### src/sv/bfa_pkg.sv
// Package for the binned flow averager: shared constants, register indexes,
// queue word codes and the reciprocal table used to divide by the bin factor.
// No dependencies.
package bfa_pkg;

    localparam int GRID_ROWS_MAX_DEF = 128;
    localparam int GRID_COLS_MAX_DEF = 256;
    localparam int COUNT_BITS_DEF    = 16;

    localparam int FIELD_BITS = 16;
    localparam int POS_BITS   = 13;
    localparam int AVG_BITS   = 13;
    localparam int CFG_BITS   = 13;
    localparam int CFG_IDX_BITS = 2;
    localparam int QUOT_BITS  = 12;
    localparam int OP_BITS    = 2;
    localparam int FIFO_DEPTH = 4;

    localparam logic [CFG_IDX_BITS-1:0] CFG_BIN_FACTOR = 2'd0;
    localparam logic [CFG_IDX_BITS-1:0] CFG_IMAGE_ROWS = 2'd1;
    localparam logic [CFG_IDX_BITS-1:0] CFG_IMAGE_COLS = 2'd2;

    localparam logic [4:0]          BIN_FACTOR_RST = 5'd4;
    localparam logic [CFG_BITS-1:0] IMAGE_ROWS_RST = 13'd512;
    localparam logic [CFG_BITS-1:0] IMAGE_COLS_RST = 13'd1024;

    // Kinds of word passed from the front to the back.
    localparam logic [OP_BITS-1:0] OP_ADD   = 2'd0;
    localparam logic [OP_BITS-1:0] OP_READ  = 2'd1;
    localparam logic [OP_BITS-1:0] OP_EMPTY = 2'd2;

    localparam logic [AVG_BITS-1:0] AVG_EMPTY_VALUE = 13'h1FE0;
    localparam logic [AVG_BITS-1:0] AVG_POS_MAX     = 13'h0FFF;
    localparam logic [AVG_BITS-1:0] AVG_NEG_MAX     = 13'h1000;

    // floor(2^16 / f); the quotient estimate is at most one low.
    function automatic logic [16:0] recip(input logic [4:0] f);
        logic [16:0] m;
        unique case (f)
            5'd0, 5'd1: m = 17'd65536;
            5'd2:  m = 17'd32768;
            5'd3:  m = 17'd21845;
            5'd4:  m = 17'd16384;
            5'd5:  m = 17'd13107;
            5'd6:  m = 17'd10922;
            5'd7:  m = 17'd9362;
            5'd8:  m = 17'd8192;
            5'd9:  m = 17'd7281;
            5'd10: m = 17'd6553;
            5'd11: m = 17'd5957;
            5'd12: m = 17'd5461;
            5'd13: m = 17'd5041;
            5'd14: m = 17'd4681;
            5'd15: m = 17'd4369;
            5'd16: m = 17'd4096;
            5'd17: m = 17'd3855;
            5'd18: m = 17'd3640;
            5'd19: m = 17'd3449;
            5'd20: m = 17'd3276;
            5'd21: m = 17'd3120;
            5'd22: m = 17'd2978;
            5'd23: m = 17'd2849;
            5'd24: m = 17'd2730;
            5'd25: m = 17'd2621;
            5'd26: m = 17'd2520;
            5'd27: m = 17'd2427;
            5'd28: m = 17'd2340;
            5'd29: m = 17'd2259;
            5'd30: m = 17'd2184;
            5'd31: m = 17'd2114;
        endcase
        return m;
    endfunction

endpackage

### src/sv/bfa_front.sv
// Front of the averager: configuration registers, input acceptance, cell
// lookup (position over bin factor) and grid range check. Uses bfa_pkg.
module bfa_front #(
    parameter int GRID_ROWS_MAX = bfa_pkg::GRID_ROWS_MAX_DEF,
    parameter int GRID_COLS_MAX = bfa_pkg::GRID_COLS_MAX_DEF,
    parameter int AW = 15,
    parameter int EW = 65
) (
    input  logic                                i_clk,
    input  logic                                i_rst_n,
    input  logic                                i_valid,
    output logic                                o_ready,
    input  logic                                i_cmd,
    input  logic signed [bfa_pkg::FIELD_BITS-1:0] i_flow_dx,
    input  logic signed [bfa_pkg::FIELD_BITS-1:0] i_flow_dy,
    input  logic signed [bfa_pkg::FIELD_BITS-1:0] i_sample_value,
    input  logic signed [bfa_pkg::POS_BITS-1:0]   i_row_pos,
    input  logic signed [bfa_pkg::POS_BITS-1:0]   i_col_pos,
    input  logic                                i_cfg_we,
    input  logic [bfa_pkg::CFG_IDX_BITS-1:0]    i_cfg_index,
    input  logic [bfa_pkg::CFG_BITS-1:0]        i_cfg_data,
    input  logic                                i_clear_done,
    output logic                                o_push,
    output logic [EW-1:0]                       o_entry,
    input  logic                                i_full
);
    localparam logic [2:0] F_IDLE = 3'd0;
    localparam logic [2:0] F_MUL  = 3'd1;
    localparam logic [2:0] F_CHK  = 3'd2;
    localparam logic [2:0] F_RNG  = 3'd3;
    localparam logic [2:0] F_PUSH = 3'd4;

    logic [2:0]  r_state, n_state;
    logic [4:0]  r_bin;
    logic [12:0] r_rows, r_cols;

    logic        r_cmd;
    logic [15:0] r_dx, r_dy, r_val;
    logic [12:0] r_row, r_col;
    logic [4:0]  r_f;
    logic [28:0] r_pr, r_pc;
    logic [11:0] r_qr, r_qc;
    logic [EW-1:0] r_entry;

    logic        accept;
    logic [4:0]  f_eff;
    logic [11:0] qe_r, qe_c, q_r, q_c;
    logic [16:0] rem_r, rem_c;
    logic [17:0] span_r, span_c;
    logic        ok_r, ok_c;
    logic [AW-1:0] addr;

    assign accept  = i_valid && o_ready;
    assign o_ready = (r_state == F_IDLE) && i_clear_done;
    assign o_push  = (r_state == F_PUSH) && !i_full;
    assign o_entry = r_entry;
    assign f_eff   = (r_bin == 5'd0) ? 5'd1 : r_bin;

    // The reciprocal estimate is low by at most one; one compare fixes it.
    always_comb begin
        qe_r  = r_pr[27:16];
        qe_c  = r_pc[27:16];
        rem_r = 17'(r_row[11:0]) - 17'(qe_r) * 17'(r_f);
        rem_c = 17'(r_col[11:0]) - 17'(qe_c) * 17'(r_f);
        q_r   = (rem_r >= 17'(r_f)) ? qe_r + 1'b1 : qe_r;
        q_c   = (rem_c >= 17'(r_f)) ? qe_c + 1'b1 : qe_c;
    end

    // In the grid if pos >= 0, index < GRID_*_MAX, (index + 1) * f fits the image.
    always_comb begin
        span_r = (18'(r_qr) + 18'd1) * 18'(r_f);
        span_c = (18'(r_qc) + 18'd1) * 18'(r_f);
        ok_r   = !r_row[12] && ({1'b0, r_qr} < 13'(GRID_ROWS_MAX))
                 && (span_r <= 18'(r_rows));
        ok_c   = !r_col[12] && ({1'b0, r_qc} < 13'(GRID_COLS_MAX))
                 && (span_c <= 18'(r_cols));
        addr   = AW'(r_qr) * AW'(GRID_COLS_MAX) + AW'(r_qc);
    end

    always_comb begin
        n_state = r_state;
        unique case (r_state)
            F_IDLE: if (accept) n_state = F_MUL;
            F_MUL:  n_state = F_CHK;
            F_CHK:  n_state = F_RNG;
            F_RNG:  n_state = (!r_cmd && !(ok_r && ok_c)) ? F_IDLE : F_PUSH;
            F_PUSH: if (!i_full) n_state = F_IDLE;
            default: n_state = F_IDLE;
        endcase
    end

    always_ff @(posedge i_clk) begin
        if (!i_rst_n) begin
            r_state <= F_IDLE;
            r_bin   <= bfa_pkg::BIN_FACTOR_RST;
            r_rows  <= bfa_pkg::IMAGE_ROWS_RST;
            r_cols  <= bfa_pkg::IMAGE_COLS_RST;
        end else begin
            r_state <= n_state;
            if (i_cfg_we) begin
                unique case (i_cfg_index)
                    bfa_pkg::CFG_BIN_FACTOR: r_bin  <= i_cfg_data[4:0];
                    bfa_pkg::CFG_IMAGE_ROWS: r_rows <= i_cfg_data;
                    bfa_pkg::CFG_IMAGE_COLS: r_cols <= i_cfg_data;
                    default: ;
                endcase
            end
        end
    end

    always_ff @(posedge i_clk) begin
        if (accept) begin
            r_cmd <= i_cmd;
            r_dx  <= i_flow_dx;
            r_dy  <= i_flow_dy;
            r_val <= i_sample_value[15] ? 16'd0 : i_sample_value;
            r_row <= i_row_pos;
            r_col <= i_col_pos;
        end
        if (r_state == F_MUL) begin
            r_f  <= f_eff;
            r_pr <= 29'(r_row[11:0]) * 29'(bfa_pkg::recip(f_eff));
            r_pc <= 29'(r_col[11:0]) * 29'(bfa_pkg::recip(f_eff));
        end
        if (r_state == F_CHK) begin
            // Reads name the cell directly.
            r_qr <= r_cmd ? r_row[11:0] : q_r;
            r_qc <= r_cmd ? r_col[11:0] : q_c;
        end
        if (r_state == F_RNG) begin
            if (ok_r && ok_c) begin
                r_entry <= {(r_cmd ? bfa_pkg::OP_READ : bfa_pkg::OP_ADD), addr,
                            r_dx, r_dy, r_val};
            end else begin
                r_entry <= {bfa_pkg::OP_EMPTY, AW'(0), r_dx, r_dy, r_val};
            end
        end
    end
endmodule

### config.mk
export PLATFORM = sky130hd
export DESIGN_NAME = bfa_front
export DESIGN_NICKNAME = d
export VERILOG_FILES = /design/src/sv/bfa_pkg.sv /design/src/sv/bfa_front.sv
export SDC_FILE = /design/constraint.sdc
export NUM_CORES = 2
export LEC_CHECK = 0
export BUFFER_PORTS_ARGS = -buffer_cell sky130_fd_sc_hd__buf_2
export CORE_MARGIN = 2
export CORE_UTILIZATION = 50
export DETAILED_ROUTE_END_ITERATION = 6
export GPL_ROUTABILITY_DRIVEN = 1
export PLACE_DENSITY = 0.66
export SKIP_CTS_REPAIR_TIMING = 1
export SLEW_MARGIN = 20
export SYNTH_ARGS = -nofsm -noshare
export SYNTH_HDL_FRONTEND = slang
export SYNTH_SLANG_ARGS = --single-unit
### constraint.sdc
create_clock -name i_clk -period 9.35 [get_ports i_clk]
set_input_delay 0.935 -clock i_clk [delete_from_list [all_inputs] [get_ports i_clk]]
set_output_delay 0.935 -clock i_clk [all_outputs]
set_load 0.005 [all_outputs]
## Word level (Yosys, flattened, before mapping)

Memory sizes are Yosys's and may differ from the RTL's.
Index checks and enable logic that the tools add are counted.

- Eq/ne operators: 8
- Multipliers: 6
- Multiplexer cells: 12
- $add $sub $neg: 7
- $lt $le $gt $ge: 6
- Reductions and logical operators: 21

Operators by type and width:

| kind | number |
|---|---|
| multiplier 12 x 17 -> 28 bit | 2 |
| 2-to-1 mux 12 bit | 4 |
| <= comparator 18 x 13 -> 1 bit | 2 |
| multiplier 13 x 5 -> 18 bit | 2 |
| greater-or-equal comparator 17 x 5 -> 1 bit | 2 |
| multiplier 12 x 5 -> 17 bit | 2 |
| 2-to-1 mux 17 bit | 2 |
| subtractor 12 x 17 -> 17 bit | 2 |
| adder 12 x 1 -> 13 bit, second input constant | 2 |
| adder 12 x 1 -> 12 bit, second input constant | 2 |
| adder 15 x 12 -> 15 bit | 1 |
| case mux 3 bit (5 select lines) | 1 |
| < comparator 12 x 8 -> 1 bit, second input constant | 1 |
| < comparator 12 x 9 -> 1 bit, second input constant | 1 |
| logical AND 1 bit | 9 |
| 2-to-1 mux 3 bit | 3 |
| AND reduction 2 bit | 4 |
| equality test 3 x 2 -> 1 bit, second input constant | 2 |
| logical NOT 1 bit | 5 |
| logical NOT 5 bit | 1 |
| 2-to-1 mux 5 bit | 1 |
| inequality test 2 bit, second input constant | 2 |
| equality test 3 x 1 -> 1 bit, second input constant | 1 |
| equality test 3 bit, second input constant | 1 |
| other kinds (5) | 5 |

- Word-level logic and storage cells: 80
- Input port bits: 96
- Output and inout bits: 67
- Bits in read-only memories: 1,088
- Memories kept: 2
- Bits in registers: 259

Memory list:

| memory | words | bits a word | read ports | clocked after Yosys merged registers in | wr ports | RTL line | text |
|---|---|---|---|---|---|---|---|
| (no name shown) | 32 | 17 | 1 | 0 | 0 | bfa_pkg.sv:39 | `unique case (f)` |
| (no name shown) | 32 | 17 | 1 | 0 | 0 | bfa_pkg.sv:39 |  |

## Logic depth before layout (Yosys ltp)

- Word-level depth: 9
- Depth in mapped cells: 29
- Gate-level depth less buffers: 27

## Worst setup path before layout

No wires, ideal clock.

- Path type: reg-to-reg
- Start point: register r_bin[2]
- End point: register r_pc[27] (data pin)
- Setup time: 0.261 ns
- Path buffers: 4
- Slack: 2.532 ns
- Arrival: 6.556 ns
- Cell stages (with the launch flop): 27
- Cells stage by stage: dfxtp_1 > clkbuf_1 > clkbuf_1 > clkbuf_1 > nor2_1 > a211oi_1 > clkbuf_1 > nand2_1 > fa_1 > fa_1 > inv_1 > fa_1 > fa_1 > inv_1 > fa_1 > inv_1 > ha_1 > a21o_1 > a21oi_1 > o21ai_0 > a21oi_1 > o41ai_1 > a31oi_1 > nor2_1 > a2111oi_2 > o21ai_0 > xnor2_1

- Word-level cells in the longest chain between the ends: 5

RTL lines:

| item | RTL line | text |
|---|---|---|
| start, declared | bfa_front.sv:34 | `logic [4:0] r_bin;` |
| start signal, assigned | bfa_front.sv:95 | `r_bin <= bfa_pkg::BIN_FACTOR_RST;` |
| start signal, assigned | bfa_front.sv:102 | `bfa_pkg::CFG_BIN_FACTOR: r_bin <= i_cfg_data[4:0];` |
| logical NOT 5 bit | bfa_front.sv:57 | `assign f_eff = (r_bin == 5'd0) ? 5'd1 : r_bin;` |
| 2-to-1 mux 5 bit (*) | bfa_front.sv:57 |  |
| memory read (32 x 17 bit) (*) | -- |  |
| 2-to-1 mux 17 bit (*) | bfa_front.sv:120 | `if (r_state == F_MUL) begin` |
| multiplier 12 x 17 -> 28 bit (*) | bfa_front.sv:123 | `r_pc <= 29'(r_col[11:0]) * 29'(bfa_pkg::recip(f_eff));` |
| end signal, assigned | bfa_front.sv:123 |  |
| end, declared | bfa_front.sv:41 | `logic [28:0] r_pr, r_pc;` |

Every way passes the cells marked *; elsewhere a longest branch is shown, timed or not. The select of a mux whose other input is x is not followed.
A chain may end at the register's enable or synchronous reset.

## Worst setup path in the final report

- Start point: register r_f[2]
- End point: register r_entry[59], in the netlist o_entry[59] (data pin)

- Word-level cells in the longest chain between the ends: 4
- Elaborated cells between the ends (all ways): 7
- Those cells by class: 2 x mul; 2 x order compare; 3 x reduce/logical

RTL lines:

| item | RTL line | text |
|---|---|---|
| start, declared | bfa_front.sv:40 | `logic [4:0] r_f;` |
| start signal, assigned | bfa_front.sv:121 | `r_f <= f_eff;` |
| multiplier 13 x 5 -> 18 bit, on equally long branches | bfa_front.sv:71, bfa_front.sv:72 |  |
| <= comparator 18 x 13 -> 1 bit, on equally long branches | bfa_front.sv:74, bfa_front.sv:76 |  |
| logical AND 1 bit, on equally long branches | bfa_front.sv:74, bfa_front.sv:76 |  |
| logical AND 1 bit (*) | bfa_front.sv:131 | `if (ok_r && ok_c) begin` |
| end signal, assigned | bfa_front.sv:132 | `r_entry <= {(r_cmd ? bfa_pkg::OP_READ : bfa_pkg::OP_ADD), addr,` |
| end signal, assigned | bfa_front.sv:135 | `r_entry <= {bfa_pkg::OP_EMPTY, AW'(0), r_dx, r_dy, r_val};` |
| end, declared | bfa_front.sv:43 | `logic [EW-1:0] r_entry;` |

Every way passes the cells marked *; elsewhere a longest branch is shown, timed or not.

==> impl_metrics.env <==
export IMPL_ant_nets=0
export IMPL_synth_cells=3274
export IMPL_synth_edf_count=191
export IMPL_grt_pass1_wl_mm=123
export IMPL_worstPathRequired_ps=9740
export IMPL_synth_xor_area_share_pct=3.19
export IMPL_skew_ps=23.7
export IMPL_startpoint_type="flop"
export IMPL_synth_warnings=0
export IMPL_first_pass_iters=6
export IMPL_crit_top_cell="fa_1"
export IMPL_rows=90
export IMPL_yosysUniqueCellTypes=88
export IMPL_wirelength_mm=74.7
export IMPL_final_layout_size_suffix_gt1_share_pct=8.23
export IMPL_synth_top_area_cell="fa_1"
export IMPL_start_util_pct=50.4
export IMPL_ys_seq_elements=225
export IMPL_cts_buffer_depth=3
export IMPL_dp_hpwl_mm=57.3
export IMPL_nets=4155
export IMPL_crit_path_cell_trace="clkinv_1, nor2_1, fa_1, fa_1, inv_1, fa_1, inv_1, ha_1, o311ai_0, o31ai_1, xor2_1, ha_1, nand4_1, nor2_1, o31a_1, a2111oi_0, o211ai_1, a2111oi_0, or3b_1, nor3_2, nor3b_1"
export IMPL_hold_class="reg -> reg"
export IMPL_grt_max_degree=57
export IMPL_grt_pass1_vias=23434
export IMPL_cts_tree="yes"
export IMPL_rsz0062_at_grt="false"
export IMPL_ys_seq_area_share_pct=21.2
export IMPL_drt_initial_drc_count=1373
export IMPL_p_total_uw=5650
export IMPL_max_slew_margin_pct=25.7
export IMPL_core_area_um2=60000
export IMPL_floorplan_die_area_um2=62500
export IMPL_synth_most_common_cell="inv_1"
export IMPL_port_buffers=161
export IMPL_via_per_inst=5.44
export IMPL_path_class="reg -> reg"
export IMPL_diodes=0
export IMPL_synth_area_leaders="fa_1 (29%), edfxtp_1 (19%), ha_1 (11%), inv_1 (7.1%), nand2_1 (6.9%)"
export IMPL_numPlacedInstances=4101
export IMPL_gp_congestion=0.870
export IMPL_crit_path_max_fanout=19
export IMPL_power_leakage_uw=0.0149
export IMPL_finalHoldViolCount=0
export IMPL_area_delta_synth_final_pct=7.69
export IMPL_dieWidth_um=250
export IMPL_utilization_pct=54.3
export IMPL_vias=22580
export IMPL_peakVddDrop_v=0.000150
export IMPL_max_stage_delay_ps=850
export IMPL_cts_buffers=25
export IMPL_cts_root_buf="clkbuf_16"
export IMPL_synthMuxAreaShare_pct=0.509
export IMPL_holdWs_ps=414
export IMPL_htreeDepth=1
export IMPL_tightest_slew_ps=1110
export IMPL_die_h_um=250
export IMPL_syn_cell_area_um2=30200
export IMPL_crit_arrival_ps=8480
export IMPL_endpoint_kind="flop"
export IMPL_max_cap_violations=0
export IMPL_crit_family="compound AO/OA/AOI/OAI gates"
export IMPL_setup_viol=0
export IMPL_fin_tns_setup_ps=0
export IMPL_track_usage_pct=24.7
export IMPL_drc=0
export IMPL_ys_async_sr_fraction_pct=0
export IMPL_status="finished, final reports clean"
export IMPL_synth_flop_cell="edfxtp_1"
export IMPL_min_period_over_period_pct=86.5
export IMPL_netlist_area_leader_share_pct=29.3
export IMPL_synthAdderAreaFrac_pct=40.5
export IMPL_cp_slowest_cell="a2111oi_0"
export IMPL_power_density_nw_per_um2=173
export IMPL_synth_top_family_by_area="adder cells"
export IMPL_synth_compound_area_share_pct=8.18
export IMPL_clk_latency_ps=570
export IMPL_fmax_ghz=0.124
export IMPL_synthSimpleGateAreaFrac_pct=17.3
export IMPL_cts_sinks=225
export IMPL_min_period_ps=8090
export IMPL_crit_buf_inv=3
export IMPL_clk_pin_slew_ps=60
export IMPL_finalNonFillerCells=4147
export IMPL_synth_commonest_cells="inv_1 (576), nand2_1 (557), fa_1 (443)"
export IMPL_grt_overflow=0
export IMPL_antenna_found_initial=2
export IMPL_slew_violations=0
export IMPL_wl_per_cell_um=18.0
export IMPL_synth_area_per_cell_um2=9.24
export IMPL_io_pins=163
export IMPL_syn_nets=4083
## registers in the layout, summed over array words and instances, names as in the netlist, 12 cells and up
signal	flops
r_rows	13
o_entry	64
r_dx	16
r_row	13
r_cols	13
r_pr	12
r_val	15
r_dy	16
r_pc	12
r_qr	12
r_qc	12
r_col	13
## worst reg2reg max path, cell delays in order (launching register included)
cell and delay [ps]:
edfxtp_1 810, clkinv_1 750, nor2_1 360, fa_1 450
fa_1 490, inv_1 50, fa_1 470, inv_1 40
ha_1 320, o311ai_0 440, o31ai_1 210, xor2_1 180
ha_1 330, nand4_1 90, nor2_1 60, o31a_1 90
a2111oi_0 850, o211ai_1 140, a2111oi_0 360, or3b_1 490
nor3_2 700, nor3b_1 270
## metal layers
metal / vias up / global-route usage, % / wire length (um)
li1: 10545 / - / -
met1: 11253 / 33.6 / 32700
met2: 650 / 41.8 / 35700
met3: 132 / 3.15 / 4270
met4: 0 / 6.66 / 1970
met5: - / 0 / 0
## layout by cell type, fill, tap and decap left out, types with 33 or more instances in the layout
master,synthesis,routed
xnor2_1,77,77
buf_2,4,161
buf_4,1,38
a21oi_1,89,85
nand3_1,39,39
inv_1,576,576
dfxtp_1,34,33
fa_1,443,443
and2_1,176,175
nor2_1,133,133
a21o_1,36,36
edfxtp_1,191,191
nor3_1,35,34
xor2_1,33,33
nor2b_1,42,42
nand2_1,557,557
o21ai_0,68,66
ha_1,270,270
## report_power, final
part           total (uW)  switching, uW  internal [uW]
Clock                 964            427            538
Combinational        3420           1980           1440
Sequential           1270           96.4           1170
Total                5650           2500           3140
## cell type report
cell class	count	area, um^2
clock buffer	35	713
tap	782	978
inverter	579	2170
clock inverter	11	80.1
timing repair buffer	199	1090
fill	5454	27500
multi-input combinational	2316	21100
sequential	225	6420
## path summary, 6_finish.rpt
check | start | endpoint | slack (ps) | cells past startpoint
setup / recovery | r_f[2]$_DFFE_PP_ | o_entry[59]$_SDFFCE_PN0P_ | 1260 | 21
hold / removal | r_val[1]$_SDFFCE_PP0P_ | o_entry[1]$_DFFE_PP_ | 410 | 0
setup reg to reg | r_f[2]$_DFFE_PP_ | o_entry[59]$_SDFFCE_PN0P_ | 1260 | 21
hold reg to reg | r_val[1]$_SDFFCE_PP0P_ | o_entry[1]$_DFFE_PP_ | 410 | 0
## kinds of logic after synthesis
logic type	count (synthesis)
DFF	225
other	1
adders and majority gates	713
xor gates and xnor gates	110
and+or+nand+nor	1112
muxes	15
AOI/OAI and AO/OA	365
buffers and inverters	733
## stage by stage
step | area [um^2] | setup slack (ps)
after floorplan | 30200 | 2530
after global placement | 31800 | 1350
after detailed placement | 31800 | 1270
after CTS | 32600 | 1190
after global routing | 32600 | 551
final | 32600 | 1260
No activity file was read; power rests on OpenSTA's default activity.
