--- src/sv/bfa_pkg.sv ---
// Package for the binned flow averager: shared constants, register indexes,
// queue word codes and the reciprocal table used to divide by the bin factor.
// No dependencies.
package bfa_pkg;

    localparam int GRID_ROWS_MAX_DEF = 128;
    localparam int GRID_COLS_MAX_DEF = 256;
    localparam int COUNT_BITS_DEF    = 16;

    localparam int FIELD_BITS = 16;
    localparam int POS_BITS   = 13;
    localparam int AVG_BITS   = 13;
    localparam int CFG_BITS   = 13;
    localparam int CFG_IDX_BITS = 2;
    localparam int QUOT_BITS  = 12;
    localparam int OP_BITS    = 2;
    localparam int FIFO_DEPTH = 4;

    localparam logic [CFG_IDX_BITS-1:0] CFG_BIN_FACTOR = 2'd0;
    localparam logic [CFG_IDX_BITS-1:0] CFG_IMAGE_ROWS = 2'd1;
    localparam logic [CFG_IDX_BITS-1:0] CFG_IMAGE_COLS = 2'd2;

    localparam logic [4:0]          BIN_FACTOR_RST = 5'd4;
    localparam logic [CFG_BITS-1:0] IMAGE_ROWS_RST = 13'd512;
    localparam logic [CFG_BITS-1:0] IMAGE_COLS_RST = 13'd1024;

    // Kinds of word passed from the front to the back.
    localparam logic [OP_BITS-1:0] OP_ADD   = 2'd0;
    localparam logic [OP_BITS-1:0] OP_READ  = 2'd1;
    localparam logic [OP_BITS-1:0] OP_EMPTY = 2'd2;

    localparam logic [AVG_BITS-1:0] AVG_EMPTY_VALUE = 13'h1FE0;
    localparam logic [AVG_BITS-1:0] AVG_POS_MAX     = 13'h0FFF;
    localparam logic [AVG_BITS-1:0] AVG_NEG_MAX     = 13'h1000;

    // floor(2^16 / f); the quotient estimate is at most one low.
    function automatic logic [16:0] recip(input logic [4:0] f);
        logic [16:0] m;
        unique case (f)
            5'd0, 5'd1: m = 17'd65536;
            5'd2:  m = 17'd32768;
            5'd3:  m = 17'd21845;
            5'd4:  m = 17'd16384;
            5'd5:  m = 17'd13107;
            5'd6:  m = 17'd10922;
            5'd7:  m = 17'd9362;
            5'd8:  m = 17'd8192;
            5'd9:  m = 17'd7281;
            5'd10: m = 17'd6553;
            5'd11: m = 17'd5957;
            5'd12: m = 17'd5461;
            5'd13: m = 17'd5041;
            5'd14: m = 17'd4681;
            5'd15: m = 17'd4369;
            5'd16: m = 17'd4096;
            5'd17: m = 17'd3855;
            5'd18: m = 17'd3640;
            5'd19: m = 17'd3449;
            5'd20: m = 17'd3276;
            5'd21: m = 17'd3120;
            5'd22: m = 17'd2978;
            5'd23: m = 17'd2849;
            5'd24: m = 17'd2730;
            5'd25: m = 17'd2621;
            5'd26: m = 17'd2520;
            5'd27: m = 17'd2427;
            5'd28: m = 17'd2340;
            5'd29: m = 17'd2259;
            5'd30: m = 17'd2184;
            5'd31: m = 17'd2114;
        endcase
        return m;
    endfunction

endpackage

--- src/sv/bfa_fifo.sv ---
// Short flop-based queue between the front and the back of the averager.
// Uses bfa_pkg for its default depth.
module bfa_fifo #(
    parameter int WIDTH = 8,
    parameter int DEPTH = bfa_pkg::FIFO_DEPTH
) (
    input  logic             i_clk,
    input  logic             i_rst_n,
    input  logic             i_push,
    input  logic [WIDTH-1:0] i_data,
    output logic             o_full,
    input  logic             i_pop,
    output logic [WIDTH-1:0] o_data,
    output logic             o_empty
);
    localparam int PW = (DEPTH > 1) ? $clog2(DEPTH) : 1;

    logic [WIDTH-1:0] r_slot [DEPTH];
    logic [PW-1:0]    r_wptr, n_wptr;
    logic [PW-1:0]    r_rptr, n_rptr;
    logic [PW:0]      r_count, n_count;

    always_comb begin
        n_wptr  = r_wptr;
        n_rptr  = r_rptr;
        n_count = r_count;
        if (i_push) begin
            n_wptr = (r_wptr == PW'(DEPTH - 1)) ? '0 : r_wptr + 1'b1;
        end
        if (i_pop) begin
            n_rptr = (r_rptr == PW'(DEPTH - 1)) ? '0 : r_rptr + 1'b1;
        end
        if (i_push && !i_pop) begin
            n_count = r_count + 1'b1;
        end else if (i_pop && !i_push) begin
            n_count = r_count - 1'b1;
        end
    end

    always_ff @(posedge i_clk) begin
        if (!i_rst_n) begin
            r_wptr  <= '0;
            r_rptr  <= '0;
            r_count <= '0;
        end else begin
            r_wptr  <= n_wptr;
            r_rptr  <= n_rptr;
            r_count <= n_count;
        end
    end

    always_ff @(posedge i_clk) begin
        if (i_push) begin
            r_slot[r_wptr] <= i_data;
        end
    end

    assign o_data  = r_slot[r_rptr];
    assign o_full  = (r_count == (PW+1)'(DEPTH));
    assign o_empty = (r_count == '0);
endmodule

--- config.mk ---
export PLATFORM = sky130hd
export DESIGN_NAME = bfa_fifo
export DESIGN_NICKNAME = d
export VERILOG_FILES = /design/src/sv/bfa_pkg.sv /design/src/sv/bfa_fifo.sv
export SDC_FILE = /design/constraint.sdc
export NUM_CORES = 1
export LEC_CHECK = 0
export BUFFER_PORTS_ARGS = -buffer_cell sky130_fd_sc_hd__buf_2
export CAP_MARGIN = 10
export CORE_MARGIN = 2
export CORE_UTILIZATION = 59
export CTS_CLUSTER_DIAMETER = 80
export DETAILED_ROUTE_END_ITERATION = 8
export PLACE_DENSITY = 0.82
export SYNTH_ARGS = -nofsm -noshare
export SYNTH_HDL_FRONTEND = slang
export SYNTH_SLANG_ARGS = --single-unit
--- constraint.sdc ---
create_clock -name i_clk -period 2.5 [get_ports i_clk]
set_clock_uncertainty 0.15 [all_clocks]
set_input_delay 0.125 -clock i_clk [delete_from_list [all_inputs] [get_ports i_clk]]
set_output_delay 0.125 -clock i_clk [all_outputs]
set_load 0.01 [all_outputs]
======== Yosys cells after proc, flatten, opt, wreduce, memory -nomap -nowiden ========
Memories as Yosys holds them, arrays and structs flattened. A register that Yosys moved wholly into a read port is not among the register bits.
Index checks and enable logic that the tools add are counted.
operators by class
  $add $sub $neg .......................... 4
  eq/ne operators ......................... 3
  multiplexer cells ....................... 8
  reductions and logical operators ........ 6
operators by type and width
  operator                                          count
  two-way mux 2 bit                                 4
  two-way mux 3 bit                                 2
  adder 2 x 1 -> 2 bit, second input constant       2
  equality test 2 bit, second input constant        2
  adder 3 x 1 -> 3 bit, second input constant       1
  equality test 3 bit, second input constant        1
  zero test 3 bit                                   1
  subtractor 3 x 1 -> 3 bit, second input constant  1
  logical AND 1 bit                                 2
  zero test 1 bit                                   2
  two-way mux 1 bit                                 2
  nonzero test 2 bit                                1
word-level totals
  bits in registers ....................... 7
  memory bits (writable) .................. 32
  input port bits ......................... 12
  output and inout bits ................... 10
  word-level logic and storage cells ...... 25
  memories ................................ 1
memories
  memory  depth  bits a word  rd ports  clocked after memory_dff  write ports  line            RTL
  r_slot  4      8            1         1                         1            bfa_fifo.sv:18  logic [WIDTH-1:0] r_slot [DEPTH];

======== Depth between registers and ports, before layout ========
Gate-level depths: netlist of run 1.
  word-level depth ........................ 4
  depth in mapped cells ................... 7

======== Least setup slack after synthesis of run 1 ========
No wires, ideal clock.
  path kind ............................... register -> register
  start point ............................. register r_count[0]
  end point ............................... register r_count[2]
  library setup time ...................... 70 ps
  arrival time ............................ 1323 ps
  slack ................................... 957 ps
  stages on the path, launching flop included .. 5
  period minus slack after synthesis ...... 1543 ps
  cells stage by stage .................... dfxtp_1 fa_1 xor2_1 or3_1 a21boi_1
on the way
  word-level cells in the longest chain between the ends .. 3
  elaborated cells between the ends (all ways) .. 4
ends and longest elaborated chain
  what                       line            RTL
  start: declaration         bfa_fifo.sv:21  logic [PW:0] r_count, n_count;
  start signal: assignment   bfa_fifo.sv:48  r_count <= n_count;
  subtractor 3 x 1 -> 3 bit  bfa_fifo.sv:36  n_count = r_count - 1'b1;
  two-way mux 3 bit          bfa_fifo.sv:35  end else if (i_pop && !i_push) begin
  two-way mux 3 bit *        bfa_fifo.sv:33  if (i_push && !i_pop) begin
Mark *: on every way between the ends. The rest lies on a longest branch, timed or not. The select of a mux whose other input is x is not followed.
A chain may end at the register's enable or synchronous reset.

==> out/summary.txt, run 1 <==
Outcome -> finished, final reports clean
Post-Synth Adder-Cell Area -> 0.0589
Worst-margin pin slew -> 0.519 ns
Number of enable flip-flop cells after synthesis -> 32
CTS resizes -> 0
Synthesized cell area -> 0.00162 mm2
Overall Power -> 1.40 mW
Top Metal Used -> met4
VDD IR max -> 0.000863 V
Final Hold Viols -> 0
Synth Register Bits -> 41
Setup-failing EPs final -> 0
Xor/xnor cell area share of the yosys netlist -> 0.0108
Clock Tree Buf Depth -> 2
Fmax -> 496 MHz
# diodes -> 0
Post-DR vias/cell -> 5.44
Area growth, synth to finish -> 19.3%
Yosys synthesis warning count -> 0
Seq/Total Area, Yosys -> 0.706
Largest net degree at the start of global routing -> 13
PwrDens -> 727 mW/mm2
Cells after Synth -> 86
Top Ports -> 22
Simple logic cell fraction of the synthesized area -> 0.0558
Async S/R FF share, synth -> 0
Worst path arrival time -> 1.74 ns
Worst EP required -> 2.23 ns
Core Region -> 0.00254 mm2
Routed wire length on met3 -> 112 um
DRC Markers -> 0
Final Max Slew Viols -> 0
GRT Util Overall -> 0.171
Worst-path cell chain -> mux4_2 > buf_2
Die width -> 56.3 um
Routability cong. -> 0.608
Static leakage -> 0.721 nW
Register area -> 0.00114 mm2
Starting Density -> 0.635
Share of the clock period used by the worst path -> 0.806
Final Hold Slack -> 0.0131 ns
DR iter-0 viols -> 21
Post-DP HPWL -> 1580 um
Crit-path slowest cell -> dfxtp_1
TritonCTS clock tree -> done
RSZ-0062 raised after global routing -> no
Die area -> 0.00317 mm2
Largest family of logic cells by synthesized area -> multiplexers
CP Launch Type -> flip-flop
Worst-path clk slew -> 0.12 ns
Clk_lat worst skew -> 0.33 ns
Num rows -> 18
Num CTS Buffers -> 5
Die H -> 56.3 um
Fin crit period -> 2.02 ns
Syn Area/Cell -> 18.8 um2
Crit end category -> output pin
Crit-path max cell delay -> 0.67 ns
Clk root buf -> clkbuf_4
First-pass GRT wire length -> 3970 um
Grt ovf -> 0
Buf+Inv Stages, Crit Path -> 1
Routed via count -> 833
Max-Cap Viols -> 0
M1 WL -> 1020 um
Main flop type after synthesis -> edfxtp_1
CP Max Fanout -> 8
H-tree levels -> 2
Antenna Nets Post-Route -> 0
Mux cell area share after synthesis -> 0.136
Critical path type -> reg -> out
Slew HR -> 0.653
Syn nets -> 105
Vias in the first global route -> 879
CP top delay family -> flip-flops
Min-Delay Path Class -> in -> reg
Layout cells sized above 1 -> 0.293
Drt pass-1 iters -> 4
Met2 routed WL -> 1270 um
Layout Nets -> 141
WL/cell -> 16.0 um
Number of port buffers -> 21
Sink Count -> 41
Fill cells -> 156
Initial antenna violation count -> 0
Synth unique cells -> 20
Area of the multi-input gates -> 443 um2
DRT Wirelength -> 2440 um
Setup TNS -> 0 ns
Compound-Gate Fraction of Synth Area -> 0.0124
-- routing by layer --
metal  GRT usage  up-vias
li1            -      397
met1       0.199      407
met2       0.287       23
met3      0.0530        6
met4      0.0816        0
met5           0        -
-- final timing paths --
check	slack, ns	cells past startpoint	endpoint	startpoint
worst max-delay path	0.48	2	o_data[3]	flip-flop
worst min-delay path	0.01	3	flip-flop	i_pop
worst max register to register	0.85	4	r_count[2]$_SDFFE_PN0P_	r_count[0]$_SDFFE_PN0P_
worst min register to register	0.38	2	r_count[2]$_SDFFE_PN0P_	r_count[2]$_SDFFE_PN0P_
-- logic make-up (layout without fill, tap and decap cells) --
family,after synthesis,after routing
AND/OR/NAND/NOR,15,15
buffers and inverters,6,43
multiplexers,12,12
XOR/XNOR,2,2
AO/OA/AOI/OAI,3,3
flip-flops,41,41
adder cells (fa/ha/maj),7,7
-- cell usage in the layout (no fill, tap or decap), drive strengths merged --
cell type and count:
edfxtp 32, buf 21, dlygate4sd3 10, dfxtp 9, mux4 8, clkbuf 7, ha 6, and2 5
nor2b 5, inv 4, mux2i 4, nor3 2, nor3b 1, xnor2 1, nor2 1, o21a 1
xor2 1, o21ai 1, or3 1, a21boi 1, fa 1, bufinv 1
-- report_power, final --
group / internal, mW / switching, mW
clock network: 0.239 / 0.194
logic: 0.0904 / 0.0743
registers: 0.775 / 0.0288
total: 1.10 / 0.297
-- final cells by class --
class	instances	area share
clock buffers	7	0.0286
inverters	4	0.00779
multi-input cells	39	0.230
flip-flops and latches	41	0.592
well taps	30	0.0195
clock inverters	1	0.0156
repair buffers	31	0.106
-- cells in the mapped netlist, drive strengths merged (2+ instances only) --
| library cell | n | share of area |
|---|---|---|
| and2 | 5 | 0.019 |
| nor3 | 2 | 0.0062 |
| inv | 4 | 0.0093 |
| dfxtp | 9 | 0.11 |
| ha | 6 | 0.046 |
| nor2b | 5 | 0.019 |
| mux2i | 4 | 0.025 |
| edfxtp | 32 | 0.59 |
| mux4 | 8 | 0.11 |
-- state kept, by name (all words and copies together) (netlist names), named ones only --
name,flops
r_wptr,2
r_count,3
r_rptr,2
r_slot,32
-- repair_timing --
item,4_1_cts,5_1_grt
setup endpoints to repair,0,0
hold buffers,10,0
hold endpoints to repair,41,0
buffers inserted,0,0
-- stage by stage --
stage / cells / utilization / instance area [um2] / worst slack, ns
after floorplan: 86 / - / 1620 / 0.957
after global placement: 135 / 0.684 / 1740 / 0.806
after detailed placement: 135 / 0.684 / 1740 / 0.720
after CTS: 153 / 0.757 / 1930 / 0.434
after global routing: 153 / 0.757 / 1930 / 0.354
final: 153 / 0.757 / 1930 / 0.484
-- worst reg2reg max path: cells and delay by family (launching register included) --
kind | cells | cell delay [ns]
AOI/OAI and AO/OA | 1 | 0.14
and+or+nand+nor | 1 | 0.31
adders and majority gates | 1 | 0.45
DFF | 1 | 0.38
xor gates and xnor gates | 1 | 0.16
No activity file was read; power rests on OpenSTA's default activity.
==> inputs of run 2 (changes only) <==
Settings changed: CORE_UTILIZATION 59 to 50, PLACE_DENSITY 0.82 to 0.74.
Clock period 2.5 ns to 1.8 ns, I/O delays scaled along.
==> out/summary.txt, run 2 (synthesis results as in run 1) <==
P_sw -> 0.427 mW (+44%)
Max reg flops -> 32 (unchanged)
Worst EP required -> 1.56 ns (-0.67 ns)
Layout Nets -> 144 (+2.1%)
WL/cell -> 14.1 um (-12%)
Die width -> 60.8 um (+8.0%)
DRC Markers -> 0 (unchanged)
Layout cells sized above 1 -> 0.302 (+0.00890)
Final Max Slew Viols -> 0 (unchanged)
Clock power frac -> 0.296 (-0.013)
Number of port buffers -> 21 (unchanged)
Setup TNS -> 0 ns (unchanged)
Routed via count -> 830 (-0.36%)
CP Launch Type -> flip-flop
Critical path type -> reg -> out
Post-DP HPWL -> 1600 um (+1.7%)
Drt pass-1 iters -> 4 (unchanged)
Clk root buf -> clkbuf_4
Final Hold Slack -> 0.184 ns (+0.171 ns)
PwrDens -> 975 mW/mm2 (+34%)
Fmax -> 582 MHz
Largest net degree at the start of global routing -> 14 (+1)
Area growth, synth to finish -> 22.8%
P_int -> 1.51 mW (+36%)
Top Ports -> 22 (unchanged)
DR iter-0 viols -> 19 (-9.5%)
Num CTS Buffers -> 5 (unchanged)
Antenna Nets Post-Route -> 0 (unchanged)
Slew HR -> 0.716 (+0.0631)
GRT Util Overall -> 0.158 (-0.0129)
Final Hold Viols -> 0 (unchanged)
Comb power frac -> 0.130 (+0.012)
Num rows -> 20 (+2)
Initial antenna violation count -> 0 (unchanged)
Setup-failing EPs final -> 0 (unchanged)
H-tree levels -> 2 (unchanged)
First-pass GRT wire length -> 3860 um (-2.8%)
Core Region -> 0.00305 mm2 (+20%)
Fin crit period -> 1.72 ns
Seq pwr share -> 0.574 (about the same)
# diodes -> 0 (unchanged)
Worst-margin pin slew -> 0.425 ns (-0.0946 ns)
Starting Density -> 0.529 (-0.106)
# Post-CTS Setup Buffers -> 0 (unchanged)
Routability cong. -> 0.653 (+7.3%)
Largest Register -> r_slot
Regs by FF count -> r_slot (32), r_count (3)
Share of the clock period used by the worst path -> 0.955
Fill cells -> 238 (+53%)
Clock Tree Buf Depth -> 2 (unchanged)
Most frequent cells in the layout -> 32 x edfxtp_1, 20 x buf_2, 12 x dlygate4sd3_1, 8 x mux4_2, 8 x dfxtp_1
VDD IR max -> 0.000534 V (-38%)
Switching Fraction -> 0.221 (+0.00904)
Static leakage -> 0.737 nW (+2.2%)
CP Max Fanout -> 8 (unchanged)
Outcome -> finished, final reports clean
Max-Cap Viols -> 0 (unchanged)
Grt ovf -> 0 (unchanged)
Sink Count -> 41 (unchanged)
Crit end category -> output pin
Clk_lat worst skew -> 0.33 ns (about the same)
Worst path arrival time -> 1.48 ns (-0.26 ns)
Vias in the first global route -> 819 (-6.8%)
TritonCTS clock tree -> done
DRT Wirelength -> 2390 um (-1.9%)
Worst-path clk slew -> 0.11 ns (about the same)
Post-DR vias/cell -> 4.88 (-10%)
Die H -> 60.8 um (+8.0%)
Die area -> 0.00370 mm2 (+17%)
Min-Delay Path Class -> in -> reg
Commonest non-fill, non-tap cell in the layout -> edfxtp_1
-- run 2: changes by cell type in the layout (fill, tap and decap cells not counted) --
cell / previous run / this run
dfxtp_1: 9 / 8
buf_2: 21 / 20
clkinv_2: 0 / 1
dfxtp_2: 0 / 1
buf_12: 0 / 1
clkbuf_8: 1 / 0
dlygate4sd3_1: 10 / 12
buf_6: 0 / 1
-- run 2: per-layer routing --
layer	vias up	part of all wire	GRT usage
li1	406	-	-
met1	396	0.43	0.186
met2	22	0.50	0.257
met3	6	0.051	0.0661
met4	0	0.016	0.0652
met5	-	0	0
-- run 2: final cells by class --
cell class / count / area, um2 / share of cell area
Clock inverter: 2 / 35.0 / 0.0177
Clock buffer: 6 / 41.3 / 0.0208
Tap cell: 44 / 55.1 / 0.0278
Timing Repair Buffer: 34 / 251 / 0.127
Sequential cell: 41 / 1140 / 0.576
Inverter: 4 / 15.0 / 0.00757
Multi-Input combinational cell: 39 / 443 / 0.223
-- run 2: repair_timing --
item / CTS / global route
endpoints found under the hold margin: 41 / 0
resized for setup: 1 / 4
setup endpoints to repair: 2 / 8
hold buffers: 12 / 0
-- run 2: power by group through the flow --
| stage | clock network (mW) | logic [mW] | registers, mW |
|---|---|---|---|
| floorplan | 0 | 0.152 | 1.12 |
| global placement | 0 | 0.217 | 1.13 |
| detailed placement | 0 | 0.223 | 1.13 |
| CTS | 0.584 | 0.248 | 1.11 |
| global route | 0.633 | 0.283 | 1.12 |
| finish | 0.572 | 0.251 | 1.11 |
-- run 2: final timing paths --
path                            from  depth (start not counted)  slack (ns)                       to
max                        flip-flop                          3        0.08                o_data[6]
min                           i_push                          4        0.18  r_count[1]$_SDFFE_PN0P_
max reg2reg  r_count[0]$_SDFFE_PN0P_                          4        0.13  r_count[2]$_SDFFE_PN0P_
min reg2reg  r_count[2]$_SDFFE_PN0P_                          2        0.36  r_count[2]$_SDFFE_PN0P_
-- run 2: through the flow --
step | utilization | instance area, um2 | power [mW] | instances | setup slack, ns
6_report | 0.650 | 1980 | 1.93 | 170 | 0.0804
5_1_grt | 0.650 | 1980 | 2.03 | 170 | -0.00164
3_3_place_gp | 0.579 | 1770 | 1.34 | 150 | 0.129
3_5_place_dp | 0.579 | 1770 | 1.35 | 150 | 0.0363
2_1_floorplan | - | 1620 | 1.27 | 86 | 0.257
4_1_cts | 0.644 | 1970 | 1.94 | 170 | 0.0280
-- run 2: worst max-delay path, cell delays in order (launching register included) --
cell and delay, ns:
dfxtp_2 0.35, buf_12 0.14, mux4_2 0.50, buf_2 0.15
==> inputs of run 3 (changes only) <==
Settings changed: PLACE_DENSITY 0.74 to 0.81.
==> out/summary.txt, run 3 (synthesis results as in run 1) <==
Commonest non-fill, non-tap cell in the layout -> edfxtp_1
DRC Markers -> 0 (unchanged)
Num CTS Buffers -> 5 (unchanged)
Max reg flops -> 32 (unchanged)
Routability cong. -> 0.710 (+8.8%)
Regs by FF count -> r_slot (32), r_count (3)
Clk_lat worst skew -> 0.34 ns (about the same)
Post-DR vias/cell -> 4.82 (-1.2%)
Clk root buf -> clkbuf_4
Vias in the first global route -> 889 (+8.5%)
Worst-path clk slew -> 0.11 ns (about the same)
CP top delay family -> multiplexers
Setup-failing EPs final -> 0 (unchanged)
CP Launch Type -> flip-flop
Max-Cap Viols -> 0 (unchanged)
CP Max Fanout -> 8 (unchanged)
Final Max Slew Viols -> 0 (unchanged)
Slew HR -> 0.719 (+0.00300)
Number of port buffers -> 21 (unchanged)
Worst-path cell chain -> buf_8 > mux4_2 > buf_2
Fill cells -> 232 (-2.5%)
PwrDens -> 929 mW/mm2 (-4.7%)
RSZ-0062 raised after global routing -> no
Starting Density -> 0.529 (unchanged)
Most frequent cells in the layout -> 32 x edfxtp_1, 21 x buf_2, 12 x dlygate4sd3_1, 8 x mux4_2, 8 x dfxtp_1
Grt ovf -> 0 (unchanged)
H-tree levels -> 2 (unchanged)
GRT Util Overall -> 0.160 (+0.00172)
Crit-path max cell delay -> 0.51 ns (about the same)
R2r worst-path depth -> 4 (unchanged)
Reg-to-reg endpoint -> r_count[2]$_SDFFE_PN0P_
Dpl cell area -> 0.00177 mm2 (unchanged)
Largest Register -> r_slot
Top Ports -> 22 (unchanged)
Area growth, synth to finish -> 21.0%
Hold_sp -> i_push
Clock Tree Buf Depth -> 2 (unchanged)
Num rows -> 20 (unchanged)
Layout cells sized above 1 -> 0.294 (-0.00794)
Worst EP required -> 1.56 ns (about the same)
TritonCTS clock tree -> done
Hold path endpoint -> r_count[1]$_SDFFE_PN0P_
Die H -> 60.8 um (unchanged)
Sink Count -> 41 (unchanged)
Core Region -> 0.00305 mm2 (unchanged)
DR iter-0 viols -> 17 (-2)
Largest net degree at the start of global routing -> 13 (-1)
VDD IR max -> 0.000496 V (-7.2%)
Post-DP HPWL -> 1680 um (+5.1%)
Die width -> 60.8 um (unchanged)
Post-placement setup slack -> 0.0562 ns (+0.0199 ns)
Routed via count -> 820 (-1.2%)
Worst-margin pin slew -> 0.421 ns (-0.00392 ns)
First-pass GRT wire length -> 4000 um (+3.8%)
Reg-to-reg startpoint -> r_count[0]$_SDFFE_PN0P_
Initial antenna violation count -> 0 (unchanged)
Antenna Nets Post-Route -> 0 (unchanged)
DRT Wirelength -> 2430 um (+1.5%)
Min-Delay Path Class -> in -> reg
Critical path type -> reg -> out
PnR worst setup slack -> 0.0612 ns (-0.0193 ns)
Fin crit period -> 1.74 ns (+0.0193 ns)
Layout Nets -> 144 (unchanged)
Worst path arrival time -> 1.50 ns (+0.02 ns)
WL/cell -> 14.3 um (+1.5%)
Static leakage -> 0.724 nW (-1.8%)
Number of cells on the worst hold path -> 4 (unchanged)
Share of the clock period used by the worst path -> 0.966 (+0.0107)
Setup TNS -> 0 ns (unchanged)
Crit end category -> output pin
Outcome -> finished, final reports clean
Reg2Reg Setup Slack -> 0.14 ns (about the same)
Crit-path slowest cell -> mux4_2
Design area -> 0.00195 mm2 (-1.5%)
# Post-CTS Setup Buffers -> 0 (unchanged)
# diodes -> 0 (unchanged)
Buf+Inv Stages, Crit Path -> 2 (unchanged)
Fmax -> 575 MHz (-1.1%)
Final Hold Viols -> 0 (unchanged)
Drt pass-1 iters -> 4 (unchanged)
Overall Power -> 1.81 mW (-6.1%)
Die area -> 0.00370 mm2 (unchanged)
## run 3: power breakdown
group	switching [mW]	total [mW]	internal, mW	leakage (nW)
clock network	0.266	0.459	0.193	0.0326
registers	0.0341	1.11	1.08	0.369
logic	0.112	0.245	0.133	0.323
total	0.413	1.81	1.40	0.724
## run 3: per-stage QoR
stage	hold slack, ns	cells	util
final	0.170	170	0.640
after global routing	0.196	170	0.640
after CTS	0.156	170	0.639
after detailed placement	0.156	150	0.579
after global placement	0.151	150	0.579
after floorplan	0.0389	86	-
## run 3: timing repair
action	in CTS	in global routing
setup endpoints to repair	3	5
resized for setup	1	2
hold buffers	12	0
hold endpoints to repair	41	0
## run 3: worst max-delay path by stage
stage	cells past startpoint	to	slack [ns]
after floorplan	4	r_count[2]$_SDFFE_PN0P_	0.26
after global placement	8	r_count[2]$_SDFFE_PN0P_	0.14
after detailed placement	8	r_count[2]$_SDFFE_PN0P_	0.06
after CTS	3	o_data[2]	0.02
after global routing	3	o_data[2]	0.008
final	3	o_data[2]	0.06
## run 3: cell type report
class | instances | area (um2) | area share
inverter | 4 | 15.0 | 0.00768
sequential | 41 | 1140 | 0.585
multi-input combinational | 39 | 443 | 0.227
clock buffer | 8 | 58.8 | 0.0301
tap | 44 | 55.1 | 0.0282
timing repair buffer | 34 | 240 | 0.123
## run 3: per-layer routing
layer / GRT usage / up-vias / wire, um
li1: - / 406 / -
met1: 0.188 / 391 / 1040
met2: 0.276 / 20 / 1260
met3: 0.0384 / 3 / 98
met4: 0.0745 / 0 / 32
met5: 0 / - / 0
## run 3: worst min-delay path, stage by stage
cell	delay, ns
buf_2	0.12
ha_1	0.22
mux2i_1	0.09
nor2b_1	0.09
